===== config.mk =====
export PLATFORM = sky130hd
export DESIGN_NAME = load_cell_reader_tare_calibrate
export DESIGN_NICKNAME = d
export VERILOG_FILES = /design/src/hdl/lcr_pkg.sv /design/src/hdl/load_cell_reader_tare_calibrate.sv /design/src/hdl/lcr_sampler.sv /design/src/hdl/lcr_div.sv
export SDC_FILE = /design/constraint.sdc
export NUM_CORES = 1
export LEC_CHECK = 0
export ABC_AREA = 1
export BUFFER_PORTS_ARGS = -buffer_cell sky130_fd_sc_hd__buf_4
export CAP_MARGIN = 0
export CORE_MARGIN = 1
export CORE_UTILIZATION = 40
export CTS_BUF_LIST = sky130_fd_sc_hd__clkbuf_4
export DETAILED_ROUTE_END_ITERATION = 6
export PLACE_DENSITY = 0.54
export SYNTH_ARGS = -nofsm -noshare
export SYNTH_HDL_FRONTEND = slang
export SYNTH_HIERARCHICAL = 1
export SYNTH_SLANG_ARGS = --single-unit

===== constraint.sdc =====
create_clock -name clk -period 8.4 [get_ports clk]
set_clock_uncertainty 0.2 [all_clocks]
set_input_delay 0.84 -clock clk [delete_from_list [all_inputs] [get_ports clk]]
set_output_delay 0.84 -clock clk [all_outputs]
set_load 0.1 [all_outputs]

===== src/hdl/lcr_pkg.sv =====
// Shared types, constants and helpers for the load cell reader.
// Used by every module under hdl; depends on nothing else.
package lcr_pkg;

  localparam int SAMPLE_BITS_DEF = 24;
  localparam int OUT_W           = 24;
  localparam int SCALE_W         = 52;
  localparam int WEIGHT_W        = 32;
  localparam int COUNT_W         = 8;
  localparam int DIFF_W          = OUT_W + 1;
  localparam int DIV_DEN_W       = WEIGHT_W;
  localparam int DIV_NUM_W       = DIFF_W + WEIGHT_W;
  localparam int SAT_IN_W        = 41;

  localparam logic [COUNT_W-1:0]        SAMPLE_COUNT_RESET = COUNT_W'(50);
  localparam logic [COUNT_W-1:0]        SAMPLE_COUNT_MAX   = COUNT_W'(255);
  localparam logic [WEIGHT_W-1:0]       WEIGHT_MIN_RAW     = WEIGHT_W'(65);
  localparam logic signed [SCALE_W-1:0] Q_ONE              = SCALE_W'(65536);

  localparam logic signed [SAT_IN_W-1:0] SAT_HI = SAT_IN_W'(8388607);
  localparam logic signed [SAT_IN_W-1:0] SAT_LO = -SAT_IN_W'(8388608);

  typedef enum logic [1:0] {
    CMD_TICK    = 2'd0,
    CMD_AVERAGE = 2'd1,
    CMD_TARE    = 2'd2,
    CMD_CAL     = 2'd3
  } cmd_t;

  typedef enum logic [1:0] {
    PH_IDLE  = 2'd0,
    PH_WAIT  = 2'd1,
    PH_SHIFT = 2'd2
  } phase_t;

  typedef enum logic [1:0] {
    CTL_TICK   = 2'd0,
    CTL_AVG    = 2'd1,
    CTL_FINISH = 2'd2,
    CTL_SCALE  = 2'd3
  } ctl_t;

  typedef struct packed {
    logic [1:0]          command;
    logic                dt_level;
    logic [WEIGHT_W-1:0] reference_weight;
  } item_t;

  typedef struct packed {
    logic                      sck_level;
    logic                      busy_res;
    logic                      sample_done;
    logic signed [OUT_W-1:0]   sample_value;
    logic                      op_done;
    logic signed [OUT_W-1:0]   average_value;
    logic signed [OUT_W-1:0]   tare_offset;
    logic signed [SCALE_W-1:0] scale_factor;
    logic                      scale_defaulted;
  } result_t;

  typedef struct packed {
    logic start;
    logic sck;
    logic done;
    logic busy;
  } smp_t;

  function automatic logic signed [OUT_W-1:0] sat24(input logic signed [SAT_IN_W-1:0] v);
    if (v > SAT_HI) begin
      return OUT_W'(SAT_HI);
    end else if (v < SAT_LO) begin
      return OUT_W'(SAT_LO);
    end
    return v[OUT_W-1:0];
  endfunction

endpackage


===== src/hdl/load_cell_reader_tare_calibrate.sv =====
// Top level of the load cell reader: run control, accumulation, tare and calibration.
// Depends on lcr_pkg, lcr_sampler and lcr_div.
//
//   channel   signals                          payload
//   item      item_valid / item_ready          lcr_pkg::item_t, one serial half-clock tick
//   result    result_valid / result_ready      lcr_pkg::result_t, one per accepted tick
//   config    cfg_we / cfg_wdata               sample_count, 8 bits
//
// An ordinary tick's result sits in the output register and the next tick transfers as
// that result is taken. The tick that ends a run starts the bit-serial divider for the
// average; a calibration then divides again by the reference weight unless that weight
// is too small. Reset is synchronous, with no clearing pass. A stalled result holds the
// output register and blocks further ticks.
module load_cell_reader_tare_calibrate #(
  parameter int SAMPLE_BITS = lcr_pkg::SAMPLE_BITS_DEF
) (
  input  logic                          clk,
  input  logic                          rst,
  input  logic                          item_valid,
  output logic                          item_ready,
  input  lcr_pkg::item_t                item,
  output logic                          result_valid,
  input  logic                          result_ready,
  output lcr_pkg::result_t              result,
  input  logic                          cfg_we,
  input  logic [lcr_pkg::COUNT_W-1:0]   cfg_wdata
);

  localparam int SW = SAMPLE_BITS + lcr_pkg::COUNT_W;

  lcr_pkg::ctl_t                          ctl, ctl_next;
  logic [1:0]                             op_kind;
  logic signed [SW-1:0]                   sum_acc;
  logic [lcr_pkg::COUNT_W-1:0]            samples_taken;
  logic [lcr_pkg::WEIGHT_W-1:0]           ref_weight;
  logic signed [lcr_pkg::OUT_W-1:0]       offset_reg;
  logic signed [lcr_pkg::SCALE_W-1:0]     scale_reg;
  logic [lcr_pkg::COUNT_W-1:0]            sample_count;
  logic                                   sum_neg;
  logic signed [lcr_pkg::OUT_W-1:0]       avg_reg;
  logic                                   pend_sck;
  logic signed [lcr_pkg::OUT_W-1:0]       pend_sval;

  lcr_pkg::smp_t                          smp;
  logic [SAMPLE_BITS-1:0]                 smp_sample;
  logic                                   tick;
  logic                                   run_end;
  logic [lcr_pkg::COUNT_W-1:0]            taken_inc;
  logic [lcr_pkg::COUNT_W-1:0]            n_eff;
  logic signed [SAMPLE_BITS-1:0]          sample_s;
  logic signed [SW-1:0]                   sum_next;
  logic [SW-1:0]                          sum_mag;
  logic signed [lcr_pkg::OUT_W-1:0]       sample_sat;
  logic signed [SAMPLE_BITS:0]            avg_pos;
  logic signed [SAMPLE_BITS:0]            avg_full;
  logic signed [lcr_pkg::OUT_W-1:0]       avg_sat;
  logic signed [lcr_pkg::DIFF_W-1:0]      diff;
  logic [lcr_pkg::DIFF_W-1:0]             diff_mag;
  logic signed [lcr_pkg::SCALE_W-1:0]     scale_pos;
  logic signed [lcr_pkg::SCALE_W-1:0]     scale_val;
  logic                                   tiny;
  logic                                   is_cal;
  logic                                   div_start;
  logic                                   div_done;
  logic [lcr_pkg::DIV_NUM_W-1:0]          div_num;
  logic [lcr_pkg::DIV_DEN_W-1:0]          div_den;
  logic [lcr_pkg::DIV_NUM_W-1:0]          div_quot;
  lcr_pkg::result_t                       tick_res;
  lcr_pkg::result_t                       fin_res;

  lcr_sampler #(
    .SAMPLE_BITS(SAMPLE_BITS)
  ) u_sampler (
    .clk      (clk),
    .rst      (rst),
    .tick     (tick),
    .command  (item.command),
    .dt_level (item.dt_level),
    .run_end  (run_end),
    .ctl      (smp),
    .sample   (smp_sample)
  );

  lcr_div #(
    .NUM_W(lcr_pkg::DIV_NUM_W),
    .DEN_W(lcr_pkg::DIV_DEN_W)
  ) u_div (
    .clk   (clk),
    .rst   (rst),
    .start (div_start),
    .num   (div_num),
    .den   (div_den),
    .done  (div_done),
    .quot  (div_quot)
  );

  assign tick = item_valid && item_ready;

  always_comb begin
    taken_inc  = (samples_taken == lcr_pkg::SAMPLE_COUNT_MAX) ? samples_taken
                                                              : samples_taken + 1'b1;
    n_eff      = (sample_count == '0) ? lcr_pkg::COUNT_W'(1) : sample_count;
    run_end    = smp.done && (taken_inc >= n_eff);
    sample_s   = $signed(smp_sample);
    sum_next   = sum_acc + SW'(sample_s);
    sum_mag    = sum_next[SW-1] ? -sum_next : sum_next;
    sample_sat = lcr_pkg::sat24(lcr_pkg::SAT_IN_W'(sample_s));
    avg_pos    = $signed({1'b0, div_quot[SAMPLE_BITS-1:0]});
    avg_full   = sum_neg ? -avg_pos : avg_pos;
    avg_sat    = lcr_pkg::sat24(lcr_pkg::SAT_IN_W'(avg_full));
    diff       = lcr_pkg::DIFF_W'(avg_reg) - lcr_pkg::DIFF_W'(offset_reg);
    diff_mag   = diff[lcr_pkg::DIFF_W-1] ? -diff : diff;
    scale_pos  = $signed(div_quot[lcr_pkg::SCALE_W-1:0]);
    scale_val  = diff[lcr_pkg::DIFF_W-1] ? -scale_pos : scale_pos;
    tiny       = (ref_weight <= lcr_pkg::WEIGHT_MIN_RAW);
    is_cal     = (op_kind == lcr_pkg::CMD_CAL);
  end

  always_comb begin
    if (ctl == lcr_pkg::CTL_FINISH) begin
      div_num = {diff_mag, {lcr_pkg::WEIGHT_W{1'b0}}};
      div_den = ref_weight;
    end else begin
      div_num = lcr_pkg::DIV_NUM_W'(sum_mag);
      div_den = lcr_pkg::DIV_DEN_W'(taken_inc);
    end
  end

  always_comb begin
    ctl_next = ctl;
    unique case (ctl)
      lcr_pkg::CTL_TICK: begin
        if (tick && run_end) begin
          ctl_next = lcr_pkg::CTL_AVG;
        end
      end
      lcr_pkg::CTL_AVG: begin
        if (div_done) begin
          ctl_next = lcr_pkg::CTL_FINISH;
        end
      end
      lcr_pkg::CTL_FINISH: begin
        ctl_next = (is_cal && !tiny) ? lcr_pkg::CTL_SCALE : lcr_pkg::CTL_TICK;
      end
      lcr_pkg::CTL_SCALE: begin
        if (div_done) begin
          ctl_next = lcr_pkg::CTL_TICK;
        end
      end
    endcase
  end

  always_comb begin
    item_ready = 1'b0;
    div_start  = 1'b0;
    unique case (ctl)
      lcr_pkg::CTL_TICK: begin
        item_ready = !result_valid || result_ready;
        div_start  = tick && run_end;
      end
      lcr_pkg::CTL_AVG: begin
      end
      lcr_pkg::CTL_FINISH: begin
        div_start = is_cal && !tiny;
      end
      lcr_pkg::CTL_SCALE: begin
      end
    endcase
  end

  always_comb begin
    tick_res.sck_level       = smp.sck;
    tick_res.busy_res        = smp.busy;
    tick_res.sample_done     = smp.done;
    tick_res.sample_value    = smp.done ? sample_sat : '0;
    tick_res.op_done         = 1'b0;
    tick_res.average_value   = '0;
    tick_res.tare_offset     = offset_reg;
    tick_res.scale_factor    = scale_reg;
    tick_res.scale_defaulted = 1'b0;

    fin_res.sck_level       = pend_sck;
    fin_res.busy_res        = 1'b0;
    fin_res.sample_done     = 1'b1;
    fin_res.sample_value    = pend_sval;
    fin_res.op_done         = 1'b1;
    fin_res.average_value   = avg_reg;
    fin_res.tare_offset     = (op_kind == lcr_pkg::CMD_TARE) ? avg_reg : offset_reg;
    fin_res.scale_factor    = (ctl == lcr_pkg::CTL_SCALE) ? scale_val :
                              (is_cal && tiny) ? lcr_pkg::Q_ONE : scale_reg;
    fin_res.scale_defaulted = is_cal && tiny;
  end

  always_ff @(posedge clk) begin
    if (rst) begin
      ctl           <= lcr_pkg::CTL_TICK;
      result_valid  <= 1'b0;
      op_kind       <= lcr_pkg::CMD_TICK;
      sum_acc       <= '0;
      samples_taken <= '0;
      ref_weight    <= '0;
      offset_reg    <= '0;
      scale_reg     <= lcr_pkg::Q_ONE;
      sample_count  <= lcr_pkg::SAMPLE_COUNT_RESET;
    end else begin
      ctl <= ctl_next;
      if (cfg_we) begin
        sample_count <= cfg_wdata;
      end
      if (result_valid && result_ready) begin
        result_valid <= 1'b0;
      end
      if (tick) begin
        if (smp.start) begin
          op_kind       <= item.command;
          sum_acc       <= '0;
          samples_taken <= '0;
          if (item.command == lcr_pkg::CMD_CAL) begin
            ref_weight <= item.reference_weight;
          end
        end
        if (smp.done) begin
          sum_acc       <= sum_next;
          samples_taken <= taken_inc;
        end
        if (!run_end) begin
          result_valid <= 1'b1;
        end
      end
      if (ctl == lcr_pkg::CTL_FINISH) begin
        if (op_kind == lcr_pkg::CMD_TARE) begin
          offset_reg <= avg_reg;
        end
        if (is_cal && tiny) begin
          scale_reg <= lcr_pkg::Q_ONE;
        end
        if (!(is_cal && !tiny)) begin
          result_valid <= 1'b1;
        end
      end
      if ((ctl == lcr_pkg::CTL_SCALE) && div_done) begin
        scale_reg    <= scale_val;
        result_valid <= 1'b1;
      end
    end
  end

  always_ff @(posedge clk) begin
    if (tick) begin
      if (run_end) begin
        sum_neg   <= sum_next[SW-1];
        pend_sck  <= smp.sck;
        pend_sval <= sample_sat;
      end else begin
        result <= tick_res;
      end
    end
    if ((ctl == lcr_pkg::CTL_AVG) && div_done) begin
      avg_reg <= avg_sat;
    end
    if ((ctl == lcr_pkg::CTL_FINISH) && !(is_cal && !tiny)) begin
      result <= fin_res;
    end
    if ((ctl == lcr_pkg::CTL_SCALE) && div_done) begin
      result <= fin_res;
    end
  end

  a_div_done_in_run: assert property (@(posedge clk) disable iff (rst)
    div_done |-> ((ctl == lcr_pkg::CTL_AVG) || (ctl == lcr_pkg::CTL_SCALE)))
    else $error("divider finished outside a division step");

  a_run_end_divides: assert property (@(posedge clk) disable iff (rst)
    (tick && run_end) |=> ((ctl == lcr_pkg::CTL_AVG) && !result_valid))
    else $error("end of run did not start the average division");

  a_op_done_not_busy: assert property (@(posedge clk) disable iff (rst)
    (result_valid && result.op_done) |-> (!result.busy_res && result.sample_done))
    else $error("finished run reported as busy or without a sample");

endmodule


===== src/hdl/lcr_sampler.sv =====
// Serial clock sequencer and sample shift register of the load cell reader.
// Depends on lcr_pkg for the phase encoding and the control struct.
module lcr_sampler #(
  parameter int SAMPLE_BITS = lcr_pkg::SAMPLE_BITS_DEF
) (
  input  logic                   clk,
  input  logic                   rst,
  input  logic                   tick,
  input  logic [1:0]             command,
  input  logic                   dt_level,
  input  logic                   run_end,
  output lcr_pkg::smp_t          ctl,
  output logic [SAMPLE_BITS-1:0] sample
);

  localparam int HW = $clog2(2 * SAMPLE_BITS + 2);
  localparam logic [HW-1:0] SHIFT_END = HW'(2 * SAMPLE_BITS);
  localparam logic [HW-1:0] LAST_HALF = HW'(2 * SAMPLE_BITS + 1);

  lcr_pkg::phase_t        phase, phase_next;
  logic [HW-1:0]          half, half_next;
  logic [SAMPLE_BITS-1:0] shift_reg, shift_reg_next;

  always_comb begin
    phase_next     = phase;
    half_next      = half;
    shift_reg_next = shift_reg;
    unique case (phase)
      lcr_pkg::PH_IDLE: begin
        if (command != lcr_pkg::CMD_TICK) begin
          phase_next     = lcr_pkg::PH_WAIT;
          half_next      = '0;
          shift_reg_next = '0;
        end
      end
      lcr_pkg::PH_WAIT: begin
        if (!dt_level) begin
          phase_next     = lcr_pkg::PH_SHIFT;
          half_next      = '0;
          shift_reg_next = '0;
        end
      end
      lcr_pkg::PH_SHIFT: begin
        if (!half[0]) begin
          if (half < SHIFT_END) begin
            shift_reg_next = {shift_reg[SAMPLE_BITS-2:0], 1'b0};
          end
        end else if (half < SHIFT_END) begin
          shift_reg_next = {shift_reg[SAMPLE_BITS-1:1], dt_level};
        end
        half_next = half + HW'(1);
        if (half == LAST_HALF) begin
          half_next  = '0;
          phase_next = run_end ? lcr_pkg::PH_IDLE : lcr_pkg::PH_WAIT;
        end
      end
      default: begin
        phase_next = lcr_pkg::PH_IDLE;
      end
    endcase
  end

  always_comb begin
    ctl.start = (phase == lcr_pkg::PH_IDLE) && (command != lcr_pkg::CMD_TICK);
    ctl.sck   = (phase == lcr_pkg::PH_SHIFT) && !half[0];
    ctl.done  = (phase == lcr_pkg::PH_SHIFT) && (half == LAST_HALF);
    ctl.busy  = (phase_next != lcr_pkg::PH_IDLE);
  end

  assign sample = shift_reg;

  always_ff @(posedge clk) begin
    if (rst) begin
      phase     <= lcr_pkg::PH_IDLE;
      half      <= '0;
      shift_reg <= '0;
    end else if (tick) begin
      phase     <= phase_next;
      half      <= half_next;
      shift_reg <= shift_reg_next;
    end
  end

endmodule


===== src/hdl/lcr_div.sv =====
// Bit-serial restoring divider for unsigned magnitudes, one quotient bit per cycle.
// Depends on lcr_pkg for the default operand widths.
module lcr_div #(
  parameter int NUM_W = lcr_pkg::DIV_NUM_W,
  parameter int DEN_W = lcr_pkg::DIV_DEN_W
) (
  input  logic             clk,
  input  logic             rst,
  input  logic             start,
  input  logic [NUM_W-1:0] num,
  input  logic [DEN_W-1:0] den,
  output logic             done,
  output logic [NUM_W-1:0] quot
);

  localparam int CW = $clog2(NUM_W + 1);

  logic             busy;
  logic [CW-1:0]    count;
  logic [DEN_W-1:0] rem;
  logic [DEN_W-1:0] den_reg;
  logic [DEN_W:0]   rem_sh;
  logic [DEN_W:0]   rem_sub;
  logic             fits;

  always_comb begin
    rem_sh  = {rem, quot[NUM_W-1]};
    rem_sub = rem_sh - {1'b0, den_reg};
    fits    = (rem_sh >= {1'b0, den_reg});
  end

  always_ff @(posedge clk) begin
    if (rst) begin
      busy  <= 1'b0;
      done  <= 1'b0;
      count <= '0;
    end else begin
      done <= busy && (count == CW'(1));
      if (start) begin
        busy  <= 1'b1;
        count <= CW'(NUM_W);
      end else if (busy) begin
        count <= count - CW'(1);
        if (count == CW'(1)) begin
          busy <= 1'b0;
        end
      end
    end
  end

  always_ff @(posedge clk) begin
    if (start) begin
      quot    <= num;
      rem     <= '0;
      den_reg <= den;
    end else if (busy) begin
      rem  <= fits ? rem_sub[DEN_W-1:0] : rem_sh[DEN_W-1:0];
      quot <= {quot[NUM_W-2:0], fits};
    end
  end

endmodule

Word level (Yosys, flattened, before mapping)
Cells that the tools add are included.
Storage, ports and cells
  output and inout bits: 131
  flip-flop bits (word level): 501
Operators by class
  bitwise gates (word level): 1
  $add $sub $neg: 10
  multiplexer cells: 68
  order comparisons: 8
  eq/ne operators: 19
  reduce and logical (&&, ||, !) cells: 40
Operators by type and width (count)
  129-bit two-way mux: 4
  24-bit two-way mux: 12
  52-bit two-way mux: 5
  57-bit two-way mux: 3
  32-bit two-way mux: 4
  24-bit one-hot mux with 3 select lines: 1
  52-bit negator: 1
  25-bit two-way mux: 2
  8-bit two-way mux: 5
  33-bit by 32-bit >= comparator with 1-bit output: 1
  32-bit by 24-bit adder with 32-bit output: 1
  32-bit by 7-bit <= comparator with 1-bit output (second input constant): 1
  32-bit negator: 1
  32-bit subtractor: 1
  6-bit two-way mux: 5
  25-bit by 24-bit greater-than comparator with 1-bit output (second input constant): 1
  25-bit by 24-bit < comparator with 1-bit output (second input constant): 1
  24-bit negator with 25-bit output: 1
  25-bit negator: 1
  24-bit by 24-bit subtractor with 25-bit output: 1
  24-bit greater-than comparator (second input constant): 1
  24-bit < comparator (second input constant): 1
  6-bit one-hot mux with 3 select lines: 1
  1-bit two-way mux: 16
  other kinds (31): 75

Longest topological paths before layout
  word-level depth: 12
  gate-level depth with buffers: 23

Hierarchy
Netlist, hierarchy kept.
By module, submodules not included
  load_cell_reader_tare_calibrate: sequential area each 8568.2 um^2, area each 22456.5 um^2, times used 1, cells each 3220
  lcr_div: sequential area each 3473.3 um^2, area each 7938.9 um^2, times used 1, cells each 1105
  lcr_sampler: sequential area each 640.6 um^2, area each 1641.6 um^2, times used 1, cells each 237

Worst setup path before layout
No wires, ideal clock.
  kind: input port to flip-flop
  start point: input result_ready
  end point: register u_div.quot[0], enable pin
  setup time: 444 ps
  slack: 750 ps
  stages: 10
  buffers on the path: 2
  arrival time: 7006 ps
  path through: nor2_1 nor3_2 nand2_1 nor2_1 inv_1 nand2_1 clkbuf_1 nor2_1 inv_1 clkbuf_1
Between the ends
  word-level cells in the longest chain between the ends: 6
RTL lines
  start, declared: RTL line load_cell_reader_tare_calibrate.sv:23  | input logic result_ready,
  1-bit logical OR: RTL line load_cell_reader_tare_calibrate.sv:158  | item_ready = !result_valid || result_ready;
  1-bit two-way mux: RTL line load_cell_reader_tare_calibrate.sv:156  | unique case (ctl)
  via item_ready: RTL line load_cell_reader_tare_calibrate.sv:20  | output logic item_ready,
  1-bit logical AND: RTL line load_cell_reader_tare_calibrate.sv:97  | assign tick = item_valid && item_ready;
  1-bit logical AND: RTL line load_cell_reader_tare_calibrate.sv:159  | div_start = tick && run_end;
  1-bit one-hot mux with 2 select lines: RTL line load_cell_reader_tare_calibrate.sv:156
  via div_start: RTL line load_cell_reader_tare_calibrate.sv:63  | logic div_start;
  2-bit nonzero test (no source line)
  end signal, assigned: RTL line lcr_div.sv:53  | quot <= num;
  end signal, assigned: RTL line lcr_div.sv:58  | quot <= {quot[NUM_W-2:0], fits};
  end, declared: RTL line lcr_div.sv:13  | output logic [NUM_W-1:0] quot
The timed path passes the listed nets, and every way through them passes these cells.
A chain may end at the register's enable or synchronous reset.

Final worst setup path
  start point: register samples_taken[0] in the netlist's numbering
  end point: register u_div.quot[31], enable pin
Between the ends
  word-level cells in the longest chain between the ends: 7
  elaborated cells on any way between the ends: 8
RTL lines
  start, declared: RTL line load_cell_reader_tare_calibrate.sv:34  | logic [lcr_pkg::COUNT_W-1:0] samples_taken;
  start signal, assigned: RTL line load_cell_reader_tare_calibrate.sv:224  | samples_taken <= taken_inc;
  8-bit by 1-bit adder with 8-bit output / 8-bit equality test (equally long branches): RTL line load_cell_reader_tare_calibrate.sv:101, load_cell_reader_tare_calibrate.sv:100
  8-bit two-way mux (*): RTL line load_cell_reader_tare_calibrate.sv:100  | taken_inc = (samples_taken == lcr_pkg::SAMPLE_COUNT_MAX) ? samples_taken
  8-bit >= comparator (*): RTL line load_cell_reader_tare_calibrate.sv:103  | run_end = smp.done && (taken_inc >= n_eff);
  1-bit logical AND (*): RTL line load_cell_reader_tare_calibrate.sv:103
  1-bit logical AND (*): RTL line load_cell_reader_tare_calibrate.sv:159
  1-bit one-hot mux with 2 select lines (*): RTL line load_cell_reader_tare_calibrate.sv:156
  via div_start: RTL line load_cell_reader_tare_calibrate.sv:63
  2-bit nonzero test (no source line) (*)
The timed path passes the listed nets; every way through them passes the cells marked *.

==> metrics <==
Layout Utilization=46.2%; post-CTS setup buffer count=0; Power Density=152 nW/µm²; final hold vios=0; Area Overhead vs Synth=14.1%; ANT nets after route=0; total clock sinks=501; pre-CTS WS=2.77 ns; Hold Startpoint=item[11]; switching share of power=27.5%; Slew Limit Fails=0; CTS Root Cell=clkbuf_4; post-DP HPWL=71,500 µm; CTS tree=yes; cts bufs inserted=144; PnR Total Power=5550 µW; Yosys warnings=6; largest net degree at the start of global routing=92; boundary pin count=179; Initial Utilization=40.5%; Fmax=176 MHz; max_slew headroom=22.8%; ys flop type=edfxtp_1; Final #Nets=4,923; Critical Path AT=6.10 ns; PortBufs=178; DP Cell Count=5,624; commonest non-fill, non-tap cell in the layout=nand2_1; fraction of layout cells with a size suffix above 1=12.6%; syn nets=4,716; synthesized area per cell=7.02 µm²; Clk pwr share=43.7%; Crit Path Max Fanout=57; Resized cells post-CTS=0; Post-Route Setup TNS=0 ns; Gate power share=9.0%; Setup Viol. Count Final=0; Worst setup EP type=flop; RSZ-0062 raised after global routing=false; vias=30,000; peak supply drop=0.0920 mV; Chip Width=285 µm; share of the clock period used by the worst path after layout=67.8%; Setup CP Type=reg2reg; clock latency on the worst-skew pair=1.00 ns; Tmin final=5.69 ns; Tightest Pin Transition=1.16 ns; wire length of the first global-routing pass=158,000 µm; Synth Cell Area=32,000 µm²; initial DRC count=2,580; Mapped Cells=4,562; Reg power frac=47.3%; Via density=5.04; Post-synth EDFFs=265; vias in the first global route=28,300; max FFs per register=129; worst r2r src=samples_taken[0]$_SDFFE_PP0P_; drt drc=0; CP Launch Point=samples_taken[0]$_SDFFE_PP0P_; Post-synth ARST share=0%; htree depth=4; Total GRT Usage=24.4%; Internal=4020 µW; leakage power=0.0172 µW; kind of start point of the critical path=flop; Core ar.=79,100 µm²; Rows=103; Unique masters post-synth=57; status=complete, no violations; fin worst setup slack=2.71 ns; drt wl/cell=16.8 µm; Die Y=285 µm; initial antenna violation count=3; Clock transition at path regs=0.06 ns; worst hold path type=in2reg; commonest cells after routing, fill and taps aside=1,481 x nand2_1, 607 x inv_1, 317 x nor2_1; switching power of the nets=1520 µW; GP Congestion=0.911; Initial DRT Pass Iterations=7; CP Data Required Time=8.81 ns; GRT overflow=0; Non-Filler Instances=5,946; Die ar.=81,200 µm²; sequential fraction of the synthesis area=39.6%; worst-case clock buffer depth=3; wirelength, routed=100,000 µm; max_cap viols=0; Synth Register Bits=501
[Yosys cell counts, drive strengths merged (12+ instances only)]
library cell	count	area share [%]
inv	631	7.4
o211ai	48	1.1
clkbuf	143	1.7
nand3b	42	1.0
nand4	62	1.2
o221ai	21	0.57
edfxtp	265	25
a22o	23	0.63
nor4	12	0.25
xnor2	29	0.79
nor3	41	0.67
xor2	39	1.1
a31oi	60	1.2
nor2	368	4.9
dfxtp	236	15
a21oi	256	4.0
nand2	1515	18
ha	103	4.0
o21ai	246	4.1
buf	52	1.0
nand3	324	5.4
[power groups by stage]
| stage | sequential, µW | combinational, µW | clock, µW |
|---|---|---|---|
| final | 2630 | 497 | 2420 |
| after global routing | 2630 | 524 | 2630 |
| after CTS | 2630 | 498 | 2510 |
| after detailed placement | 2680 | 478 | 0 |
| after global placement | 2680 | 477 | 0 |
| after floorplan | 2900 | 134 | 0 |
[metal layers]
metal / up-vias / global-route usage [%] / wire (µm)
met4: 0 / 6.98 / 1950
met2: 758 / 37.7 / 43900
met1: 13700 / 34.8 / 48500
met5: - / 0 / 0
met3: 129 / 4.41 / 5690
li1: 15400 / - / -
[cell families (layout without fill, tap and decap cells)]
family                   count (synthesis)  in the layout  share of synthesized area (%)
multiplexers                             1              1                         0.0351
other                                    0              7                              0
adder cells (fa/ha/maj)                106            106                           4.21
AND/OR/NAND/NOR                       2379           2379                           31.9
XOR/XNOR                                68             68                           1.88
AO/OA/AOI/OAI                          676            676                           12.2
buffers and inverters                  831           1158                           10.2
flip-flops                             501            501                           39.6
[metrics by stage]
stage	hold WS, ns	area (µm²)
after global routing	0.0714	36600
after detailed placement	0.256	34100
after CTS	0.0346	36500
after floorplan	0.236	32000
final	0.144	36600
after global placement	0.252	34100
[final timing paths]
kind | cells after the start | slack (ns) | end
setup / recovery | 19 | 2.71 | u_div/quot[31]$_DFFE_PP_
hold reg to reg | 2 | 0.26 | offset_reg[4]$_SDFFE_PP0P_
hold / removal | 3 | 0.14 | ref_weight[11]$_SDFFE_PP0P_
setup reg to reg | 19 | 2.71 | u_div/quot[31]$_DFFE_PP_
[cell type report]
class,instances,area [µm²]
clock buffers,225,1690
clock inverters,41,248
well taps,1050,1310
repair buffers,256,2060
fillers,8337,42600
diodes,7,17.5
inverters,636,2390
flip-flops and latches,501,12700
multi-input cells,3230,16200
[worst max-delay path: stages, from the launching register on]
cell,delay [ns]
dfxtp_1,0.39
ha_1,0.19
nand2_1,0.08
nor3_1,0.34
nand3_1,0.36
nand4_1,0.20
xnor2_1,0.21
ha_1,0.30
a21oi_1,0.14
o21ai_0,0.10
nand2_1,0.07
o2111ai_1,0.16
nand2_1,0.18
nor2_2,0.04
buf_4,0.28
inv_1,0.17
nand2_4,0.23
nor2_2,0.75
inv_2,0.37
buf_4,0.48
[timing repair]
item / 4_1_cts / 5_1_grt
endpoints found under the setup margin: 0 / 0
hold endpoints to repair: 47 / 0
hold buffers: 49 / 0
Power figures use the tool's default switching activity.
